==> src/sv/cpdr_pkg.sv <==
// shared types, constants and crc functions of the chain packet deframer/router
`default_nettype none

package cpdr_pkg;

  localparam int unsigned MAX_BODY_BYTES_DEF = 4096;

  localparam logic [15:0] CRC_SEED_RST = 16'h1D0F;
  localparam logic [15:0] CRC_POLY     = 16'h1021;
  localparam logic [15:0] NODE_ID_RST  = 16'hFFFF;

  // magic words as they sit on the bus, first byte in the low bits
  localparam logic [31:0] MAGIC_CTRL = 32'h6F69_7841;
  localparam logic [31:0] MAGIC_ENUM = 32'h6D75_6E45;
  localparam logic [31:0] MAGIC_RESP = 32'h7073_6552;

  localparam int unsigned CFG_IDX_W  = 1;
  localparam int unsigned CFG_DATA_W = 16;
  localparam int unsigned IN_TDATA_W = 32;
  localparam int unsigned IN_TUSER_W = 1;
  localparam int unsigned RES_W      = 99;
  localparam int unsigned OUT_TDATA_W = 104;

  typedef enum logic [CFG_IDX_W-1:0] {
    CFG_CRC_SEED     = 1'b0,
    CFG_CHAIN_MASTER = 1'b1
  } cfg_idx_e;

  typedef enum logic [1:0] {
    PH_MAGIC  = 2'd0,
    PH_HEADER = 2'd1,
    PH_BODY   = 2'd2
  } phase_e;

  typedef enum logic [1:0] {
    KIND_CTRL = 2'd0,
    KIND_ENUM = 2'd1,
    KIND_RESP = 2'd2
  } kind_e;

  typedef enum logic [3:0] {
    ST_FORWARD   = 4'd0,
    ST_DLV_CTRL  = 4'd1,
    ST_DLV_RESP  = 4'd2,
    ST_CONSUMED  = 4'd3,
    ST_CRC_ERR   = 4'd4,
    ST_BAD_MAGIC = 4'd5,
    ST_TOO_LONG  = 4'd6,
    ST_UNALIGNED = 4'd7,
    ST_TIMEOUT   = 4'd8
  } status_e;

  typedef enum logic {
    OP_DATA    = 1'b0,
    OP_TIMEOUT = 1'b1
  } op_e;

  typedef struct packed {
    op_e         op;
    logic [31:0] word;
  } item_t;

  typedef struct packed {
    logic [31:0] crc_errs;
    logic [15:0] own_id;     // signed
    logic [15:0] fwd_cksum;
    logic [15:0] fwd_id;     // signed
    logic [12:0] body_len;
    logic [1:0]  kind;
    status_e     status;
  } res_t;

  // one byte through the crc register, msb first
  function automatic logic [15:0] crc_byte(input logic [15:0] c, input logic [7:0] b);
    logic [15:0] r;
    r = c ^ {b, 8'h00};
    for (int i = 0; i < 8; i++) begin
      r = r[15] ? ({r[14:0], 1'b0} ^ CRC_POLY) : {r[14:0], 1'b0};
    end
    return r;
  endfunction

  // four bytes, low byte first; linear, so it folds into a flat xor tree
  function automatic logic [15:0] crc_word(input logic [15:0] c, input logic [31:0] w);
    logic [15:0] r;
    r = crc_byte(c, w[7:0]);
    r = crc_byte(r, w[15:8]);
    r = crc_byte(r, w[23:16]);
    r = crc_byte(r, w[31:24]);
    return r;
  endfunction

endpackage

`default_nettype wire

==> src/sv/cpdr_in_reg.sv <==
// input register stage holding one accepted word
`default_nettype none

module cpdr_in_reg (
  input  wire logic          clk_i,
  input  wire logic          rst_ni,
  input  wire logic          vld_i,
  output logic               rdy_o,
  input  wire cpdr_pkg::item_t item_i,
  input  wire logic          pop_i,
  output logic               vld_o,
  output cpdr_pkg::item_t    item_o
);
  import cpdr_pkg::*;

  logic  vld_q;
  item_t item_q;

  assign rdy_o  = !vld_q || pop_i;
  assign vld_o  = vld_q;
  assign item_o = item_q;

  always_ff @(posedge clk_i or negedge rst_ni) begin
    if (!rst_ni) begin
      vld_q <= 1'b0;
    end else if (rdy_o) begin
      vld_q <= vld_i;
    end
  end

  always_ff @(posedge clk_i) begin
    if (rdy_o && vld_i) begin
      item_q <= item_i;
    end
  end

endmodule

`default_nettype wire

==> src/sv/cpdr_core.sv <==
// framing state, crc registers and routing decision
`default_nettype none

module cpdr_core #(
  parameter int unsigned MAX_BODY_BYTES = cpdr_pkg::MAX_BODY_BYTES_DEF
) (
  input  wire logic                            clk_i,
  input  wire logic                            rst_ni,
  input  wire logic                            cfg_we_i,
  input  wire logic [cpdr_pkg::CFG_IDX_W-1:0]  cfg_idx_i,
  input  wire logic [cpdr_pkg::CFG_DATA_W-1:0] cfg_wdata_i,
  input  wire logic                            in_vld_i,
  input  wire cpdr_pkg::item_t                 item_i,
  input  wire logic                            out_free_i,
  output logic                                 adv_o,
  output logic                                 res_vld_o,
  output cpdr_pkg::res_t                       res_o
);
  import cpdr_pkg::*;

  localparam logic [15:0] MaxLen = 16'(MAX_BODY_BYTES);

  logic [15:0] crc_seed_q;
  logic        master_q;

  phase_e      phase_q, phase_d;
  logic [1:0]  kind_q, kind_d;
  logic [12:0] len_q, len_d;
  logic [12:0] rem_q, rem_d;
  logic [15:0] hck_q, hck_d;
  logic [15:0] crc_p_q, crc_p_d;
  logic [15:0] crc_a_q, crc_a_d;
  logic [15:0] fh_q, fh_d;
  logic [15:0] rep_q, rep_d;
  logic [15:0] node_id_q, node_id_d;
  logic [31:0] errs_q, errs_d;

  logic        adv, is_tout, magic_ok, len_bad, body_live, body_end, first_word;
  logic [31:0] w;
  logic [15:0] hw, len16, eff_id, rep_new, fh_cur, rep_cur, crc_p_new, crc_a_new;
  logic [12:0] rem_dec;
  logic [1:0]  magic_kind;

  assign adv     = in_vld_i && out_free_i;
  assign adv_o   = adv;
  assign w       = item_i.word;
  assign is_tout = (item_i.op == OP_TIMEOUT);
  assign hw      = w[15:0];
  assign len16   = w[15:0];
  assign eff_id  = master_q ? 16'h0000 : node_id_q;

  always_comb begin
    magic_ok   = 1'b1;
    magic_kind = KIND_CTRL;
    unique case (w)
      MAGIC_CTRL: magic_kind = KIND_CTRL;
      MAGIC_ENUM: magic_kind = KIND_ENUM;
      MAGIC_RESP: magic_kind = KIND_RESP;
      default:    magic_ok   = 1'b0;
    endcase
  end

  assign len_bad    = (len16 > MaxLen) || (len16[1:0] != 2'b00);
  assign body_live  = (rem_q != '0);
  assign rem_dec    = rem_q - 13'd4;
  assign body_end   = body_live && (rem_dec == '0);
  assign first_word = (rem_q == len_q);

  // replacement id for the first body halfword
  always_comb begin
    if (eff_id[15]) begin
      rep_new = hw + 16'd1;
    end else if (eff_id != '0) begin
      rep_new = eff_id + 16'd1;
    end else begin
      rep_new = hw;
    end
  end

  assign fh_cur    = first_word ? hw : fh_q;
  assign rep_cur   = first_word ? rep_new : rep_q;
  assign crc_p_new = crc_word(crc_p_q, w);
  assign crc_a_new = crc_word(crc_a_q, first_word ? {w[31:16], rep_new} : w);

  // next phase
  always_comb begin
    phase_d = phase_q;
    if (adv) begin
      if (is_tout) begin
        phase_d = PH_MAGIC;
      end else begin
        unique case (phase_q)
          PH_MAGIC:  phase_d = magic_ok ? PH_HEADER : PH_MAGIC;
          PH_HEADER: phase_d = len_bad ? PH_MAGIC : PH_BODY;
          PH_BODY:   phase_d = body_end ? PH_MAGIC : PH_BODY;
          default:   phase_d = PH_MAGIC;
        endcase
      end
    end
  end

  // packet registers and result
  always_comb begin
    logic clr;
    clr       = 1'b0;
    kind_d    = kind_q;
    len_d     = len_q;
    rem_d     = rem_q;
    hck_d     = hck_q;
    crc_p_d   = crc_p_q;
    crc_a_d   = crc_a_q;
    fh_d      = fh_q;
    rep_d     = rep_q;
    node_id_d = node_id_q;
    errs_d    = errs_q;
    res_vld_o = 1'b0;
    res_o     = '0;
    res_o.status = ST_FORWARD;

    if (adv) begin
      if (is_tout) begin
        if (phase_q != PH_MAGIC) begin
          res_vld_o       = 1'b1;
          res_o.status    = ST_TIMEOUT;
          res_o.kind      = kind_q;
          res_o.body_len  = len_q;
          clr             = 1'b1;
        end
      end else begin
        unique case (phase_q)
          PH_MAGIC: begin
            if (magic_ok) begin
              kind_d = magic_kind;
            end else begin
              res_vld_o    = 1'b1;
              res_o.status = ST_BAD_MAGIC;
              clr          = 1'b1;
            end
          end
          PH_HEADER: begin
            if (len_bad) begin
              res_vld_o    = 1'b1;
              res_o.status = (len16 > MaxLen) ? ST_TOO_LONG : ST_UNALIGNED;
              res_o.kind   = kind_q;
              clr          = 1'b1;
            end else begin
              len_d   = len16[12:0];
              rem_d   = len16[12:0];
              hck_d   = w[31:16];
              crc_p_d = crc_seed_q;
              crc_a_d = crc_seed_q;
            end
          end
          PH_BODY: begin
            if (body_live) begin
              fh_d    = fh_cur;
              rep_d   = rep_cur;
              crc_p_d = crc_p_new;
              crc_a_d = crc_a_new;
              rem_d   = rem_dec;
              if (body_end) begin
                res_vld_o      = 1'b1;
                res_o.kind     = kind_q;
                res_o.body_len = len_q;
                clr            = 1'b1;
                if (hck_q != crc_p_new) begin
                  errs_d       = errs_q + 32'd1;
                  res_o.status = ST_CRC_ERR;
                end else begin
                  case (kind_q)
                    KIND_ENUM: begin
                      if (!fh_cur[15] && fh_cur != '0 && eff_id != '0) begin
                        if (eff_id[15]) begin
                          node_id_d = fh_cur;
                        end
                        res_o.status    = ST_FORWARD;
                        res_o.fwd_id    = rep_cur;
                        res_o.fwd_cksum = crc_a_new;
                      end else begin
                        res_o.status = ST_CONSUMED;
                      end
                    end
                    KIND_RESP: begin
                      if (!eff_id[15] && eff_id != '0) begin
                        res_o.status    = ST_FORWARD;
                        res_o.fwd_id    = fh_cur;
                        res_o.fwd_cksum = hck_q;
                      end else begin
                        res_o.status = ST_DLV_RESP;
                      end
                    end
                    default: begin
                      if (eff_id[15]) begin
                        res_o.status = ST_CONSUMED;
                      end else if (fh_cur != eff_id) begin
                        res_o.status    = ST_FORWARD;
                        res_o.fwd_id    = fh_cur;
                        res_o.fwd_cksum = hck_q;
                      end else begin
                        res_o.status = ST_DLV_CTRL;
                      end
                    end
                  endcase
                end
              end
            end
          end
          default: ;
        endcase
      end
    end

    if (clr) begin
      kind_d  = KIND_CTRL;
      len_d   = '0;
      rem_d   = '0;
      hck_d   = '0;
      crc_p_d = crc_seed_q;
      crc_a_d = crc_seed_q;
      fh_d    = '0;
      rep_d   = '0;
    end
    res_o.own_id   = master_q ? 16'h0000 : node_id_d;
    res_o.crc_errs = errs_d;
  end

  always_ff @(posedge clk_i or negedge rst_ni) begin
    if (!rst_ni) begin
      crc_seed_q <= CRC_SEED_RST;
      master_q   <= 1'b0;
    end else if (cfg_we_i) begin
      unique case (cfg_idx_i)
        CFG_CRC_SEED:     crc_seed_q <= cfg_wdata_i;
        CFG_CHAIN_MASTER: master_q   <= cfg_wdata_i[0];
        default: ;
      endcase
    end
  end

  always_ff @(posedge clk_i or negedge rst_ni) begin
    if (!rst_ni) begin
      phase_q   <= PH_MAGIC;
      kind_q    <= KIND_CTRL;
      len_q     <= '0;
      rem_q     <= '0;
      hck_q     <= '0;
      crc_p_q   <= CRC_SEED_RST;
      crc_a_q   <= CRC_SEED_RST;
      fh_q      <= '0;
      rep_q     <= '0;
      node_id_q <= NODE_ID_RST;
      errs_q    <= '0;
    end else begin
      phase_q   <= phase_d;
      kind_q    <= kind_d;
      len_q     <= len_d;
      rem_q     <= rem_d;
      hck_q     <= hck_d;
      crc_p_q   <= crc_p_d;
      crc_a_q   <= crc_a_d;
      fh_q      <= fh_d;
      rep_q     <= rep_d;
      node_id_q <= node_id_d;
      errs_q    <= errs_d;
    end
  end

  a_rem_aligned: assert property (@(posedge clk_i) disable iff (!rst_ni)
    rem_q[1:0] == 2'b00 && rem_q <= len_q)
    else $error("remaining byte count out of step with length");

  a_crc_err_count: assert property (@(posedge clk_i) disable iff (!rst_ni)
    adv && res_vld_o && res_o.status == ST_CRC_ERR |=> errs_q == $past(errs_q) + 32'd1)
    else $error("crc error not counted");

  a_fwd_fields_zero: assert property (@(posedge clk_i) disable iff (!rst_ni)
    res_vld_o && res_o.status != ST_FORWARD |-> res_o.fwd_id == '0 && res_o.fwd_cksum == '0)
    else $error("forward fields set on a non-forward result");

  a_body_end_idle: assert property (@(posedge clk_i) disable iff (!rst_ni)
    adv && !is_tout && phase_q == PH_BODY && body_end |=> phase_q == PH_MAGIC && rem_q == '0)
    else $error("packet not cleared at end of body");

endmodule

`default_nettype wire

==> src/sv/cpdr_out_reg.sv <==
// result register in front of the output stream
`default_nettype none

module cpdr_out_reg (
  input  wire logic                             clk_i,
  input  wire logic                             rst_ni,
  input  wire logic                             ld_i,
  input  wire cpdr_pkg::res_t                   res_i,
  output logic                                  free_o,
  output logic                                  vld_o,
  input  wire logic                             rdy_i,
  output logic [cpdr_pkg::OUT_TDATA_W-1:0]      tdata_o
);
  import cpdr_pkg::*;

  logic vld_q;
  res_t res_q;

  assign free_o  = !vld_q || rdy_i;
  assign vld_o   = vld_q;
  assign tdata_o = {{(OUT_TDATA_W-RES_W){1'b0}}, res_q};

  always_ff @(posedge clk_i or negedge rst_ni) begin
    if (!rst_ni) begin
      vld_q <= 1'b0;
    end else if (free_o) begin
      vld_q <= ld_i;
    end
  end

  always_ff @(posedge clk_i) begin
    if (free_o && ld_i) begin
      res_q <= res_i;
    end
  end

endmodule

`default_nettype wire

==> src/sv/chain_packet_deframer_router.sv <==
// top level of the chain packet deframer and router
// a word accepted into the input register is decided combinationally by the core,
//   and its result word is loaded into the result register when the core steps
// throughput: one word per cycle while the result register is free; the crc word
//   update and the routing decision sit in the single stage between the two registers
// reset (rst_ni, async low): framing back to magic search, node id -1, error
//   count zero, crc seed 0x1d0f, chain master off; no pending words
`default_nettype none

module chain_packet_deframer_router #(
  parameter int unsigned MAX_BODY_BYTES = cpdr_pkg::MAX_BODY_BYTES_DEF
) (
  input  wire logic                               clk_i,
  input  wire logic                               rst_ni,
  // configuration write port
  input  wire logic                               cfg_we_i,
  input  wire logic [cpdr_pkg::CFG_IDX_W-1:0]     cfg_idx_i,
  input  wire logic [cpdr_pkg::CFG_DATA_W-1:0]    cfg_wdata_i,
  // input stream
  input  wire logic                               s_axis_tvalid,
  output logic                                    s_axis_tready,
  input  wire logic [cpdr_pkg::IN_TDATA_W-1:0]    s_axis_tdata,  // data_word
  input  wire logic [cpdr_pkg::IN_TUSER_W-1:0]    s_axis_tuser,  // opcode
  // result stream
  output logic                                    m_axis_tvalid,
  input  wire logic                               m_axis_tready,
  // status[3:0] packet_kind[5:4] body_length[18:6] forward_id[34:19]
  // forward_checksum[50:35] own_id[66:51] crc_error_count[98:67], zero pad
  output logic [cpdr_pkg::OUT_TDATA_W-1:0]        m_axis_tdata
);
  import cpdr_pkg::*;

  item_t in_item, reg_item;
  logic  reg_vld, adv, out_free, res_vld;
  res_t  res;

  // tuser carries the opcode, tdata the four bytes
  assign in_item.op   = op_e'(s_axis_tuser[0]);
  assign in_item.word = s_axis_tdata;

  // input register: frees itself when the core takes its word
  cpdr_in_reg u_in_reg (
    .clk_i  (clk_i),
    .rst_ni (rst_ni),
    .vld_i  (s_axis_tvalid),
    .rdy_o  (s_axis_tready),
    .item_i (in_item),
    .pop_i  (adv),
    .vld_o  (reg_vld),
    .item_o (reg_item)
  );

  // framing, crc and routing decision; steps only when the result slot is free
  cpdr_core #(
    .MAX_BODY_BYTES (MAX_BODY_BYTES)
  ) u_core (
    .clk_i       (clk_i),
    .rst_ni      (rst_ni),
    .cfg_we_i    (cfg_we_i),
    .cfg_idx_i   (cfg_idx_i),
    .cfg_wdata_i (cfg_wdata_i),
    .in_vld_i    (reg_vld),
    .item_i      (reg_item),
    .out_free_i  (out_free),
    .adv_o       (adv),
    .res_vld_o   (res_vld),
    .res_o       (res)
  );

  // result register: words that give no result just pass through the core
  cpdr_out_reg u_out_reg (
    .clk_i   (clk_i),
    .rst_ni  (rst_ni),
    .ld_i    (adv && res_vld),
    .res_i   (res),
    .free_o  (out_free),
    .vld_o   (m_axis_tvalid),
    .rdy_i   (m_axis_tready),
    .tdata_o (m_axis_tdata)
  );

endmodule

`default_nettype wire
==> config.mk <==
export PLATFORM = sky130hd
export DESIGN_NAME = chain_packet_deframer_router
export DESIGN_NICKNAME = d
export VERILOG_FILES = /design/src/sv/cpdr_pkg.sv /design/src/sv/cpdr_in_reg.sv /design/src/sv/cpdr_core.sv /design/src/sv/cpdr_out_reg.sv /design/src/sv/chain_packet_deframer_router.sv
export SDC_FILE = /design/constraint.sdc
export NUM_CORES = 1
export LEC_CHECK = 0
export BUFFER_PORTS_ARGS = -buffer_cell sky130_fd_sc_hd__buf_2
export CORE_ASPECT_RATIO = 0.9
export CORE_MARGIN = 4
export CORE_UTILIZATION = 24
export CTS_CLUSTER_DIAMETER = 30
export DETAILED_ROUTE_END_ITERATION = 7
export REMOVE_ABC_BUFFERS = 1
export SLEW_MARGIN = 20
export SYNTH_ARGS = -nofsm -noshare
export SYNTH_HDL_FRONTEND = slang
export SYNTH_SLANG_ARGS = --single-unit
export TNS_END_PERCENT = 100
==> constraint.sdc <==
create_clock -name clk_i -period 16.08 [get_ports clk_i]
set_input_delay 1.608 -clock clk_i [delete_from_list [all_inputs] [get_ports clk_i]]
set_output_delay 1.608 -clock clk_i [all_outputs]
set_load 0.01 [all_outputs]
Yosys cells after proc, flatten, opt, wreduce, memory -nomap -nowiden
Index checks and enable logic that the tools add are counted.

word-level totals
  register bits = 309
  input port bits = 55
  output and inout port bits = 106
  word-level logic and storage cells = 319

cells by class
  add/sub/neg operators = 4
  order comparisons = 1
  eq/ne operators = 14
  mux-type cells = 162
  bitwise gates (word level) = 77
  reduce and logical (&&, ||, !) cells = 37

operator list
  operator                 number
  $mux W13                 74
  $mux W16                 39
  $mux W32                 10
  $not A3 Y3               64
  $xor A16 B16 Y16         8
  $eq A32 B31 Y1 const B   3
  $mux W19                 4
  $pmux W16 S2             2
  $pmux W32 S2             1
  $add A16 B1 Y16 const B  2
  $add A32 B1 Y32 const B  1
  $ne A16 B16 Y1           2
  $reduce_bool A16 Y1      2
  $pmux W13 S2             1
  $mux W2                  11
  $gt A16 B13 Y1 const B   1
  $reduce_bool A2 Y1       8
  $eq A13 B13 Y1           1
  $logic_not A13 Y1        1
  $reduce_bool A13 Y1      1
  $sub A13 B3 Y13 const B  1
  $pmux W4 S3              1
  $reduce_and A4 Y1        3
  $mux W1                  11
  22 further kinds         43

Logic depth before layout (Yosys ltp)
Gate-level depths: netlist of the first run.

  depth after elaboration = 78
  mapped depth = 20
  gate-level depth less buffers = 15

Modules after synthesis
Synthesis of the first run repeated with hierarchy kept, for this count alone.

second synthesis, totals
  cells, all modules = 1687
  area total of the unflattened synthesis = 18039.8 µm²

modules (own cells, without submodules)
  module                        times used  cells an instance  area each (µm²)  seq. area each (µm²)
  cpdr_core                     1           1540               13920.9          4429.2
  cpdr_out_reg                  1           109                3067.9           2997.9
  cpdr_in_reg                   1           37                 1044.8           1016.0
  chain_packet_deframer_router  1           1                  6.3              0.0

Least setup slack after synthesis of the first run
OpenSTA, ideal clock, no wires.

  path kind = input to register
  start = input port m_axis_tready
  end = register u_out_reg.res_q (netlist bit u_out_reg.tdata_o[0]) (enable)
  library setup time = 502 ps
  arrival time = 5835 ps
  data required time = 15578 ps
  path slack = 9744 ps
  stages on the path = 7
  path buffers = 3
  cell sequence = nand2b_1 > nand2_1 > or3_1 > clkbuf_1 > o22ai_1 > clkbuf_1 > buf_1

on the way
  cells in the longest elaborated chain, start to end = 5

ends and longest elaborated chain
  what                   RTL line                            source
  from (decl)            chain_packet_deframer_router.sv:26  input wire logic m_axis_tready,
  $logic_or A1 B1 Y1 *   cpdr_out_reg.sv:19                  assign free_o = !vld_q || rdy_i;
  $logic_and A1 B1 Y1    cpdr_core.sv:44                     assign adv = in_vld_i && out_free_i;
  $mux W1                cpdr_core.sv:120                    if (adv) begin
  $logic_and A1 B1 Y1    chain_packet_deframer_router.sv:74  .ld_i (adv && res_vld),
  $logic_and A1 B1 Y1 *  cpdr_out_reg.sv:32                  if (free_o && ld_i) begin
  to (signal assigned)   cpdr_out_reg.sv:33                  res_q <= res_i;
  to (decl)              cpdr_out_reg.sv:17                  res_t res_q;

Every way passes the cells marked *; elsewhere a longest branch is shown, timed or not.
A chain may end at the register's enable or synchronous reset.

Worst setup path in the final report of the first run
  start = register u_core.master_q
  end = register u_out_reg.res_q (netlist bit u_out_reg.tdata_o[48]), data pin

on the way
  cells in the longest elaborated chain, start to end = 41
  elaborated cells between the ends (all ways) = 66
  those cells by class = add/sub: 1; eq/ne: 1; mux: 40; bitwise: 20; reduce/logical: 4

ends and longest elaborated chain
  what                                                    RTL line          source
  from (decl)                                             cpdr_core.sv:24   logic master_q;
  from (signal assigned)                                  cpdr_core.sv:234  CFG_CHAIN_MASTER: master_q <= cfg_wdata_i[0];
  $mux W16 *                                              cpdr_core.sv:50   assign eff_id = master_q ? 16'h0000 : node_id_q;
  $add A16 B1 Y16 or $reduce_bool A16 Y1 (tied branches)  n/a
  $mux W16                                                cpdr_core.sv:73   end else if (eff_id != '0) begin
  $mux W16                                                cpdr_core.sv:71   if (eff_id[15]) begin
  $mux W16                                                cpdr_core.sv:83   assign crc_a_new = crc_word(crc_a_q, first_word ? {w[31:16], rep_new} : w);
  $xor A16 B16 Y16                                        cpdr_pkg.sv:76    r = c ^ {b, 8'h00};
  $mux W13 (5 in a row)                                   cpdr_pkg.sv:78    r = r[15] ? ({r[14:0], 1'b0} ^ CRC_POLY) : {r[14:0], 1'b0};
  $not A3 Y3 (no line)                                    n/a
  [... 16 more ...]                                       n/a
  $not A3 Y3 (no line)                                    n/a
  $mux W13                                                cpdr_pkg.sv:78
  $xor A16 B16 Y16                                        cpdr_pkg.sv:76
  $mux W13 (6 in a row)                                   cpdr_pkg.sv:78
  $not A3 Y3 (no line)                                    n/a
  $mux W13                                                cpdr_pkg.sv:78
  $mux W32                                                cpdr_core.sv:172  if (!fh_cur[15] && fh_cur != '0 && eff_id != '0) begin
  $pmux W32 S2 *                                          cpdr_core.sv:170  case (kind_q)

Marks and branches as above.

==> results of run 1 <==
synthesized netlist by cell type, drive strengths merged, types with 37 or more instances:
cell type    n
nand2      185
o21ai       79
and2        48
dfrtp      137
xnor3       48
clkbuf      75
buf         49
dfstp       40
nor3        37
edfxtp     132
nand3       37
xnor2      116
nor2       164
xor2        76
a21oi       93
per-stage QoR:
step	total power [W]	hold slack, ps	setup slack, ps
2_1_floorplan	0.00259	432	2550
3_3_place_gp	0.00309	450	10150
3_5_place_dp	0.00309	464	9910
4_1_cts	0.00491	469	9930
5_1_grt	0.00510	487	9520
6_report	0.00490	467	9780
per-layer routing:
layer,GRT usage [%],wire (um)
met1,20.8,27600
met2,25.6,30600
met3,2.90,4960
met4,6.09,2140
met5,0,0
cell type report:
cell class                 count  area [um2]  share of cell area [%]
multi-input combinational   1285        9210                    39.7
sequential                   309        8440                    36.4
timing repair buffer         186        1030                    4.43
inverter                      33         124                   0.535
clock buffer                 117        2470                    10.7
clock inverter                47         621                    2.68
tap                         1018        1270                    5.50
power groups by stage:
stage	clock, W	combinational [W]	sequential [W]
after floorplan	0	0.00165	0.000943
after global placement	0	0.00214	0.000951
after detailed placement	0	0.00214	0.000952
after CTS	0.00181	0.00216	0.000940
after global routing	0.00185	0.00230	0.000945
final	0.00178	0.00219	0.000940
registers in the layout, indices dropped and copies added, names as in the netlist:
signal	count
u_core.crc_a_q	16
u_core.crc_p_q	16
u_core.crc_seed_q	16
u_core.errs_q	32
u_core.fh_q	16
u_core.hck_q	16
u_core.kind_q	2
u_core.len_q	13
u_core.master_q	1
u_core.node_id_q	16
u_core.phase_q	2
u_core.rem_q	13
u_core.rep_q	16
u_in_reg.item_o	33
u_in_reg.vld_o	1
u_out_reg.tdata_o	99
u_out_reg.vld_o	1
kinds of logic (layout without fill, tap and decap cells):
kind of cell | Yosys count | after routing
simple gates | 618 | 618
compound gates | 353 | 353
fa+ha+maj | 15 | 15
mux | 44 | 44
xor+xnor | 250 | 250
flops | 309 | 309
buf+inv | 157 | 383
other cells | 1 | 5
final timing paths:
kind | from | to | depth (start not counted)
worst min register to register | u_core.errs_q[31]$_DFF_PN0_ | u_core.errs_q[31]$_DFF_PN0_ | 1
max in group asynchronous | rst_ni | u_core.rep_q[9]$_DFFE_PN0P_ | 2
min in group asynchronous | rst_ni | u_core.crc_seed_q[14]$_DFFE_PN0P_ | 1
worst max register to register | u_core.master_q$_DFFE_PN0P_ | u_out_reg.tdata_o[48]$_SDFFCE_PP0P_ | 13
worst min-delay path | u_core.errs_q[31]$_DFF_PN0_ | u_core.errs_q[31]$_DFF_PN0_ | 1
worst max-delay path | u_core.master_q$_DFFE_PN0P_ | u_out_reg.tdata_o[48]$_SDFFCE_PP0P_ | 13
==> metrics.md, run 1 <==
| Metric | Value |
|---|---|
| R2R setup slack | `9780 ps` |
| Total congestion overflow after global routing | `0` |
| Area share of the largest cell type after synthesis | `21.7%` |
| Max frequency | `159 MHz` |
| Adder and majority gate portion of the synthesized area | `1.03%` |
| Estimated wirelength of the detail-placed design | `46.8 mm` |
| Sequence of cells on the critical path | `nand2b_1, ha_1, nor3b_1, nand4_1, nand2_1, o31ai_1, a211oi_1, xor3_1, xnor2_1, xnor3_1, xnor2_1, xnor3_1, a32o_1` |
| Switching power as a share of total power | `36.2%` |
| Number of placed cells counting well taps | `2831` |
| Final period utilization | `39.2%` |
| Effective utilization at floorplan | `24.4%` |
| Clock share of power | `36.2%` |
| Via count | `14663` |
| Min Clock Period, post-route | `6300 ps` |
| Final setup skew | `48.3 ps` |
| Count of nets left with antenna violations after detail routing | `0` |
| Die Outline Area | `80700 um2` |
| Register bit total from synthesis | `309` |
| Number of antenna violations at the first check in global routing | `1` |
| Die height | `270 um` |
| Max Slew Vio Count | `0` |
| Mean cell area of the mapped netlist | `10.5 um2` |
| Total negative slack for setup checks | `0 ps` |
| Number of buffers inserted by port buffering | `155` |
| DRC marker count from the first detailed-route iteration | `1696` |
| Final cell count without fillers | `2995` |
| Insertion delay to the later sink of the worst-skew pair | `630 ps` |
| Cell Pwr Density | `212 nW/um2` |
| Wire length of the first global-routing pass | `96.8 mm` |
| Core Util, Final | `30.8%` |
| Netlist area before placement | `18300 um2` |
| Global-route usage over all layers | `15.7%` |
| Clock slew at the register clock pins of the worst setup and hold paths | `40 ps` |
| Instance count of the mapped netlist | `1747` |
| Psw | `0.00178 W` |
| Number of primary I/O pins | `161` |
| Vias in the first global route | `14864` |
| Compound-gate portion of the synthesized area | `12.9%` |
| Area of the core | `75100 um2` |
| Slew @ Worst Pin | `1010 ps` |
| # resized after CTS | `0` |
| Kind of end point of the critical path | `flip-flop` |
| Count of warnings emitted by yosys | `0` |
| Clock tree sinks | `309` |
| Leading post-synthesis cells by cell area | `edfxtp_1 22%, dfrtp_1 19%, dfstp_2 5.7%` |
| Crit-path max FO | `27` |
| Critical path launch point type | `flip-flop` |
| Master cell of the clock root buffer | `clkbuf_16` |
| Post-synth EDFFs | `132` |
| DRC violation count after routing | `0` |
| Buffers from clock root to sink, at most | `3` |
| Result of the run | `finished clean` |
| Maximum Capacitance Violations | `0` |
| Fraction of registers with async set/reset | `57.3%` |
| Synthesized-area fraction occupied by and/or/nand/nor cells | `16.7%` |
| Share of synthesized area occupied by flip-flops and latches | `46.1%` |
| Unrepaired setup endpoints after global routing | `false` |
| Largest family of logic cells by synthesized area | `XOR/XNOR gates` |
| Total setup buffers inserted after CTS | `0` |
| Commonest cells after routing, fill and taps aside | `185 x nand2_1, 164 x nor2_1, 154 x buf_2` |
| Placed cell area | `20100 um2` |
| Main synth FF type | `dfrtp_1` |
| Ratio of routed vias to standard cells | `4.90` |
| Critical path data arrival time | `6660 ps` |
| Max-slew headroom | `32.3%` |
| Total number of nets in the final design | `1972` |
| Critical path buffers and inverters | `0` |
| WS Path Type | `flip-flop to flip-flop` |
| Initial DRT Pass Iterations | `7` |
| Proportion of layout cells with a drive suffix above 1 | `22.9%` |
| Final Hold Fails | `0` |
| Die width | `299 um` |
| Diode insertion count for antenna repair | `0` |
| CTS tree | `yes` |
| Worst ir drop on vdd | `0.184 mV` |
| H-tree depth | `3` |
| Share of power burned in registers | `19.2%` |
| Post-synthesis mux area share | `2.59%` |
| Rows | `95` |
| Xor and xnor area share after synthesis | `16.9%` |
| Critical-path top delay cell | `dfrtp_1` |
| Dominant cell type by area after synthesis | `edfxtp_1` |
| Largest delay contributor family on the critical path | `XOR/XNOR gates` |
| Proportion of power drawn by combinational gates | `44.6%` |
| CTS hold repair buffers | `0` |
| Largest incremental delay on the critical path | `960 ps` |
| Leakage power summed over all cells | `9.42 nW` |
| Pin count of the biggest net entering global routing | `172` |
| CTS buffer count | `87` |
| Setup-violating endpoint count in the final report | `0` |
| Commonest non-fill, non-tap cell in the layout | `nand2_1` |
| Filler instances | `7783` |
| Total wire length after detailed routing | `65.3 mm` |
| Routability-driven placement congestion ratio | `0.950` |
| WP data required | `16440 ps` |
| Library cells used by synthesis | `88` |
| Classification of the worst-slack hold path | `flip-flop to flip-flop` |
| Routed length per instance | `21.8 um` |
| Cell-internal power | `0.00313 W` |
| Layout area overhead | `26.6%` |
| Area of all placed cells without fillers | `23200 um2` |
No activity file was read; power rests on OpenSTA's default activity.
==> run 2: changes to the inputs <==
--- a/config.mk
+++ b/config.mk
@@ -5,6 +5,7 @@
 export SDC_FILE = /design/constraint.sdc
 export NUM_CORES = 1
 export LEC_CHECK = 0
+export ABC_AREA = 1
 export BUFFER_PORTS_ARGS = -buffer_cell sky130_fd_sc_hd__buf_2
 export CORE_ASPECT_RATIO = 0.9
 export CORE_MARGIN = 4
==> constraint.sdc (replaced) <==
create_clock -name clk_i -period 6.5 [get_ports clk_i]
set_input_delay 0.65 -clock clk_i [delete_from_list [all_inputs] [get_ports clk_i]]
set_output_delay 0.65 -clock clk_i [all_outputs]
set_load 0.01 [all_outputs]
==> metrics.md, run 2 <==
| Metric | Value |
|---|---|
| Final period utilization | `87.9% (+49 points)` |
| Leading post-synthesis cells by cell area | `edfxtp_1 21%, dfrtp_1 18%, nand2_1 17%` |
| Total number of nets in the final design | `2787 (+41%)` |
| CTS hold repair buffers | `0 (unchanged)` |
| Register Area | `8440 um2 (unchanged)` |
| Unrepaired setup endpoints after global routing | `false` |
| Commonest cells after routing, fill and taps aside | `846 x nand2_1, 299 x inv_1, 254 x nand3_1` |
| Number of primary I/O pins | `161 (unchanged)` |
| Setup-violating endpoint count in the final report | `0 (unchanged)` |
| Min Clock Period, post-route | `5710 ps (-590 ps)` |
| Post-Route Hold Slack | `16.5 ps (-450 ps)` |
| Library cells used by synthesis | `54 (-39%)` |
| Instance count of the mapped netlist | `2532 (+45%)` |
| Clock tree sinks | `309 (unchanged)` |
| Clock slew at the register clock pins of the worst setup and hold paths | `50 ps (about the same)` |
| Die width | `305 um (+2.0%)` |
| Max frequency | `175 MHz (+10%)` |
| Critical path data arrival time | `6190 ps (-470 ps)` |
| Largest incremental delay on the critical path | `990 ps (+30 ps)` |
| Leakage power summed over all cells | `11.1 nW (+17%)` |
| Routed length per instance | `19.2 um (-12%)` |
| Critical path buffers and inverters | `7 (+7)` |
| CTS buffer count | `76 (-13%)` |
| Routability-driven placement congestion ratio | `0.975 (+2.6%)` |
| Effective utilization at floorplan | `24.4% (about the same)` |
| Master cell of the clock root buffer | `clkbuf_16` |
| Fraction of registers with async set/reset | `57.3% (unchanged)` |
| Worst ir drop on vdd | `0.363 mV (+97%)` |
| Final cell count without fillers | `3825 (+28%)` |
| Count of warnings emitted by yosys | `0 (unchanged)` |
| Register bit total from synthesis | `309 (unchanged)` |
| Mean cell area of the mapped netlist | `7.53 um2 (-28%)` |
| Final setup skew | `37.8 ps (-10.5 ps)` |
| Crit-path max FO | `36 (+33%)` |
| Result of the run | `finished clean` |
| WP data required | `6980 ps (-9460 ps)` |
| DRC marker count from the first detailed-route iteration | `1681 (-0.88%)` |
| Tot Pwr | `0.0138 W (+180%)` |
| Largest delay contributor family on the critical path | `buffers and inverters` |
| Total congestion overflow after global routing | `0 (unchanged)` |
| Critical-path top delay cell | `clkinv_1` |
| Commonest non-fill, non-tap cell in the layout | `nand2_1` |
| Post-synth EDFFs | `132 (unchanged)` |
| Max-slew headroom | `25.0% (-7.4 points)` |
| DRC violation count after routing | `0 (unchanged)` |
| Most numerous cell in the Yosys netlist | `nand2_1` |
| Rows | `97 (+2.1%)` |
| Classification of the worst-slack hold path | `input pin to asynchronous set/reset pin` |
| Share of synthesized area occupied by flip-flops and latches | `44.3% (-1.9 points)` |
| Sequence of cells on the critical path | `inv_1, ha_1, nand3_1, nor4_1, nor2_1, nor4_1, nand2_1, inv_1, nor2_1, inv_1, nand2_1, o21ai_0, nand2_4, clkinv_1, buf_4, o311ai_0, nand2_1, buf_4, clkinv_1, o21ai_0` |
| Maximum Capacitance Violations | `0 (unchanged)` |
| Total negative slack for setup checks | `0 ps (unchanged)` |
| Buffers from clock root to sink, at most | `3 (unchanged)` |
| Total wire length after detailed routing | `73.3 mm (+12%)` |
| Global-route usage over all layers | `17.0% (+1.3 points)` |
| Slew @ Worst Pin | `1120 ps (+113 ps)` |
| Number of placed cells counting well taps | `3678 (+30%)` |
| Critical path launch point type | `flip-flop` |
| Dominant cell type by area after synthesis | `edfxtp_1` |
| Number of antenna violations at the first check in global routing | `16 (+15)` |
| CTS tree | `yes` |
| Largest register FFs | `99 (unchanged)` |
| H-tree depth | `3 (unchanged)` |
| Count of nets left with antenna violations after detail routing | `0 (unchanged)` |
| Top cell types by occurrence after synthesis | `847 x nand2_1, 300 x inv_1, 254 x nand3_1` |
| Initial DRT Pass Iterations | `6 (-1)` |
| Area share of the largest cell type after synthesis | `20.8% (-0.88 points)` |
| Number of buffers inserted by port buffering | `155 (unchanged)` |
| WS Path Type | `flip-flop to flip-flop` |
| Die Outline Area | `84000 um2 (+4.1%)` |
| Via count | `18310 (+25%)` |
| # resized after CTS | `0 (unchanged)` |
| Total setup buffers inserted after CTS | `0 (unchanged)` |
| Die height | `275 um (+2.0%)` |
| Area of the core | `78300 um2 (+4.2%)` |
| Main synth FF type | `dfrtp_1` |
| Insertion delay to the later sink of the worst-skew pair | `620 ps (about the same)` |
| Filler instances | `8357 (+7.4%)` |
| Kind of end point of the critical path | `flip-flop` |
| Final Hold Fails | `0 (unchanged)` |
| Layout area overhead | `24.3%` |
| Wire length of the first global-routing pass | `109 mm (+13%)` |
| Vias in the first global route | `17627 (+19%)` |
| Estimated wirelength of the detail-placed design | `55.4 mm (+18%)` |
| Pin count of the biggest net entering global routing | `123 (-28%)` |
| Cell Pwr Density | `580 nW/um2 (+170%)` |
| Area used by multi-input combinational logic | `9120 um2 (-0.95%)` |
| Ratio of routed vias to standard cells | `4.79 (-2.2%)` |
| Netlist area before placement | `19100 um2 (+4.2%)` |
| Max Slew Vio Count | `0 (unchanged)` |
| Proportion of layout cells with a drive suffix above 1 | `16.4% (-6.5 points)` |
[run 2: cell count changes after synthesis, sizes merged, moves of 32 or more]
cell and change:
o22ai +47, nand3 +223, nor2 -40, xnor2 -84, nand2 +710, xnor3 -48, and2 -47, inv +271
o21ai +32
[run 2: report_power, final]
group	switching (W)	total [W]	internal, W
logic	0.00511	0.00724	0.00213
registers	0.000275	0.00266	0.00238
clock network	0.00127	0.00386	0.00259
total	0.00666	0.0138	0.00709
[run 2: worst paths after layout]
check,cells after the start,to,slack (ps),startpoint
max,20,u_core.rem_q[10]$_DFFE_PN0P_,790,u_in_reg.item_o[0]$_DFFE_PP_
min,1,u_core.master_q$_DFFE_PN0P_,20,rst_ni
max reg2reg,20,u_core.rem_q[10]$_DFFE_PN0P_,790,u_in_reg.item_o[0]$_DFFE_PP_
min reg2reg,2,u_core.node_id_q[15]$_DFF_PN1_,500,u_core.node_id_q[15]$_DFF_PN1_
max in group asynchronous,2,u_core.errs_q[31]$_DFF_PN0_,5330,rst_ni
min in group clk_i,1,u_in_reg.item_o[21]$_DFFE_PP_,220,s_axis_tdata[21]
[run 2: cell families after synthesis]
kind of cell | after synthesis | synth area share [%]
DFF | 309 | 44.3
other | 1 | 0.0197
buffers and inverters | 393 | 8.14
AOI/OAI and AO/OA | 302 | 8.84
adders and majority gates | 15 | 0.984
and+or+nand+nor | 1386 | 31.6
muxes | 15 | 0.886
xor gates and xnor gates | 111 | 5.25
[run 2: final cells by class]
class	count	area share, %
inverters	309	4.89
flip-flops and latches	309	35.6
well taps	1039	5.48
clock buffers	97	9.01
multi-input cells	1834	38.4
repair buffers	187	4.42
diodes	6	0.0633
clock inverters	44	2.08
[run 2: through the flow]
stage | area [um2] | utilization [%] | worst slack, ps
floorplan | 18700 | - | -1070
global placement | 21100 | 26.9 | 1210
detailed placement | 21100 | 26.9 | 966
CTS | 23700 | 30.3 | 925
global route | 23700 | 30.3 | 295
finish | 23700 | 30.3 | 789
[run 2: layer usage]
| metal | share of wire, % | global-route usage, % |
|---|---|---|
| met5 | 0.10 | 0 |
| met3 | 7.9 | 3.46 |
| met4 | 4.4 | 7.86 |
| met1 | 44 | 22.7 |
| met2 | 44 | 26.7 |
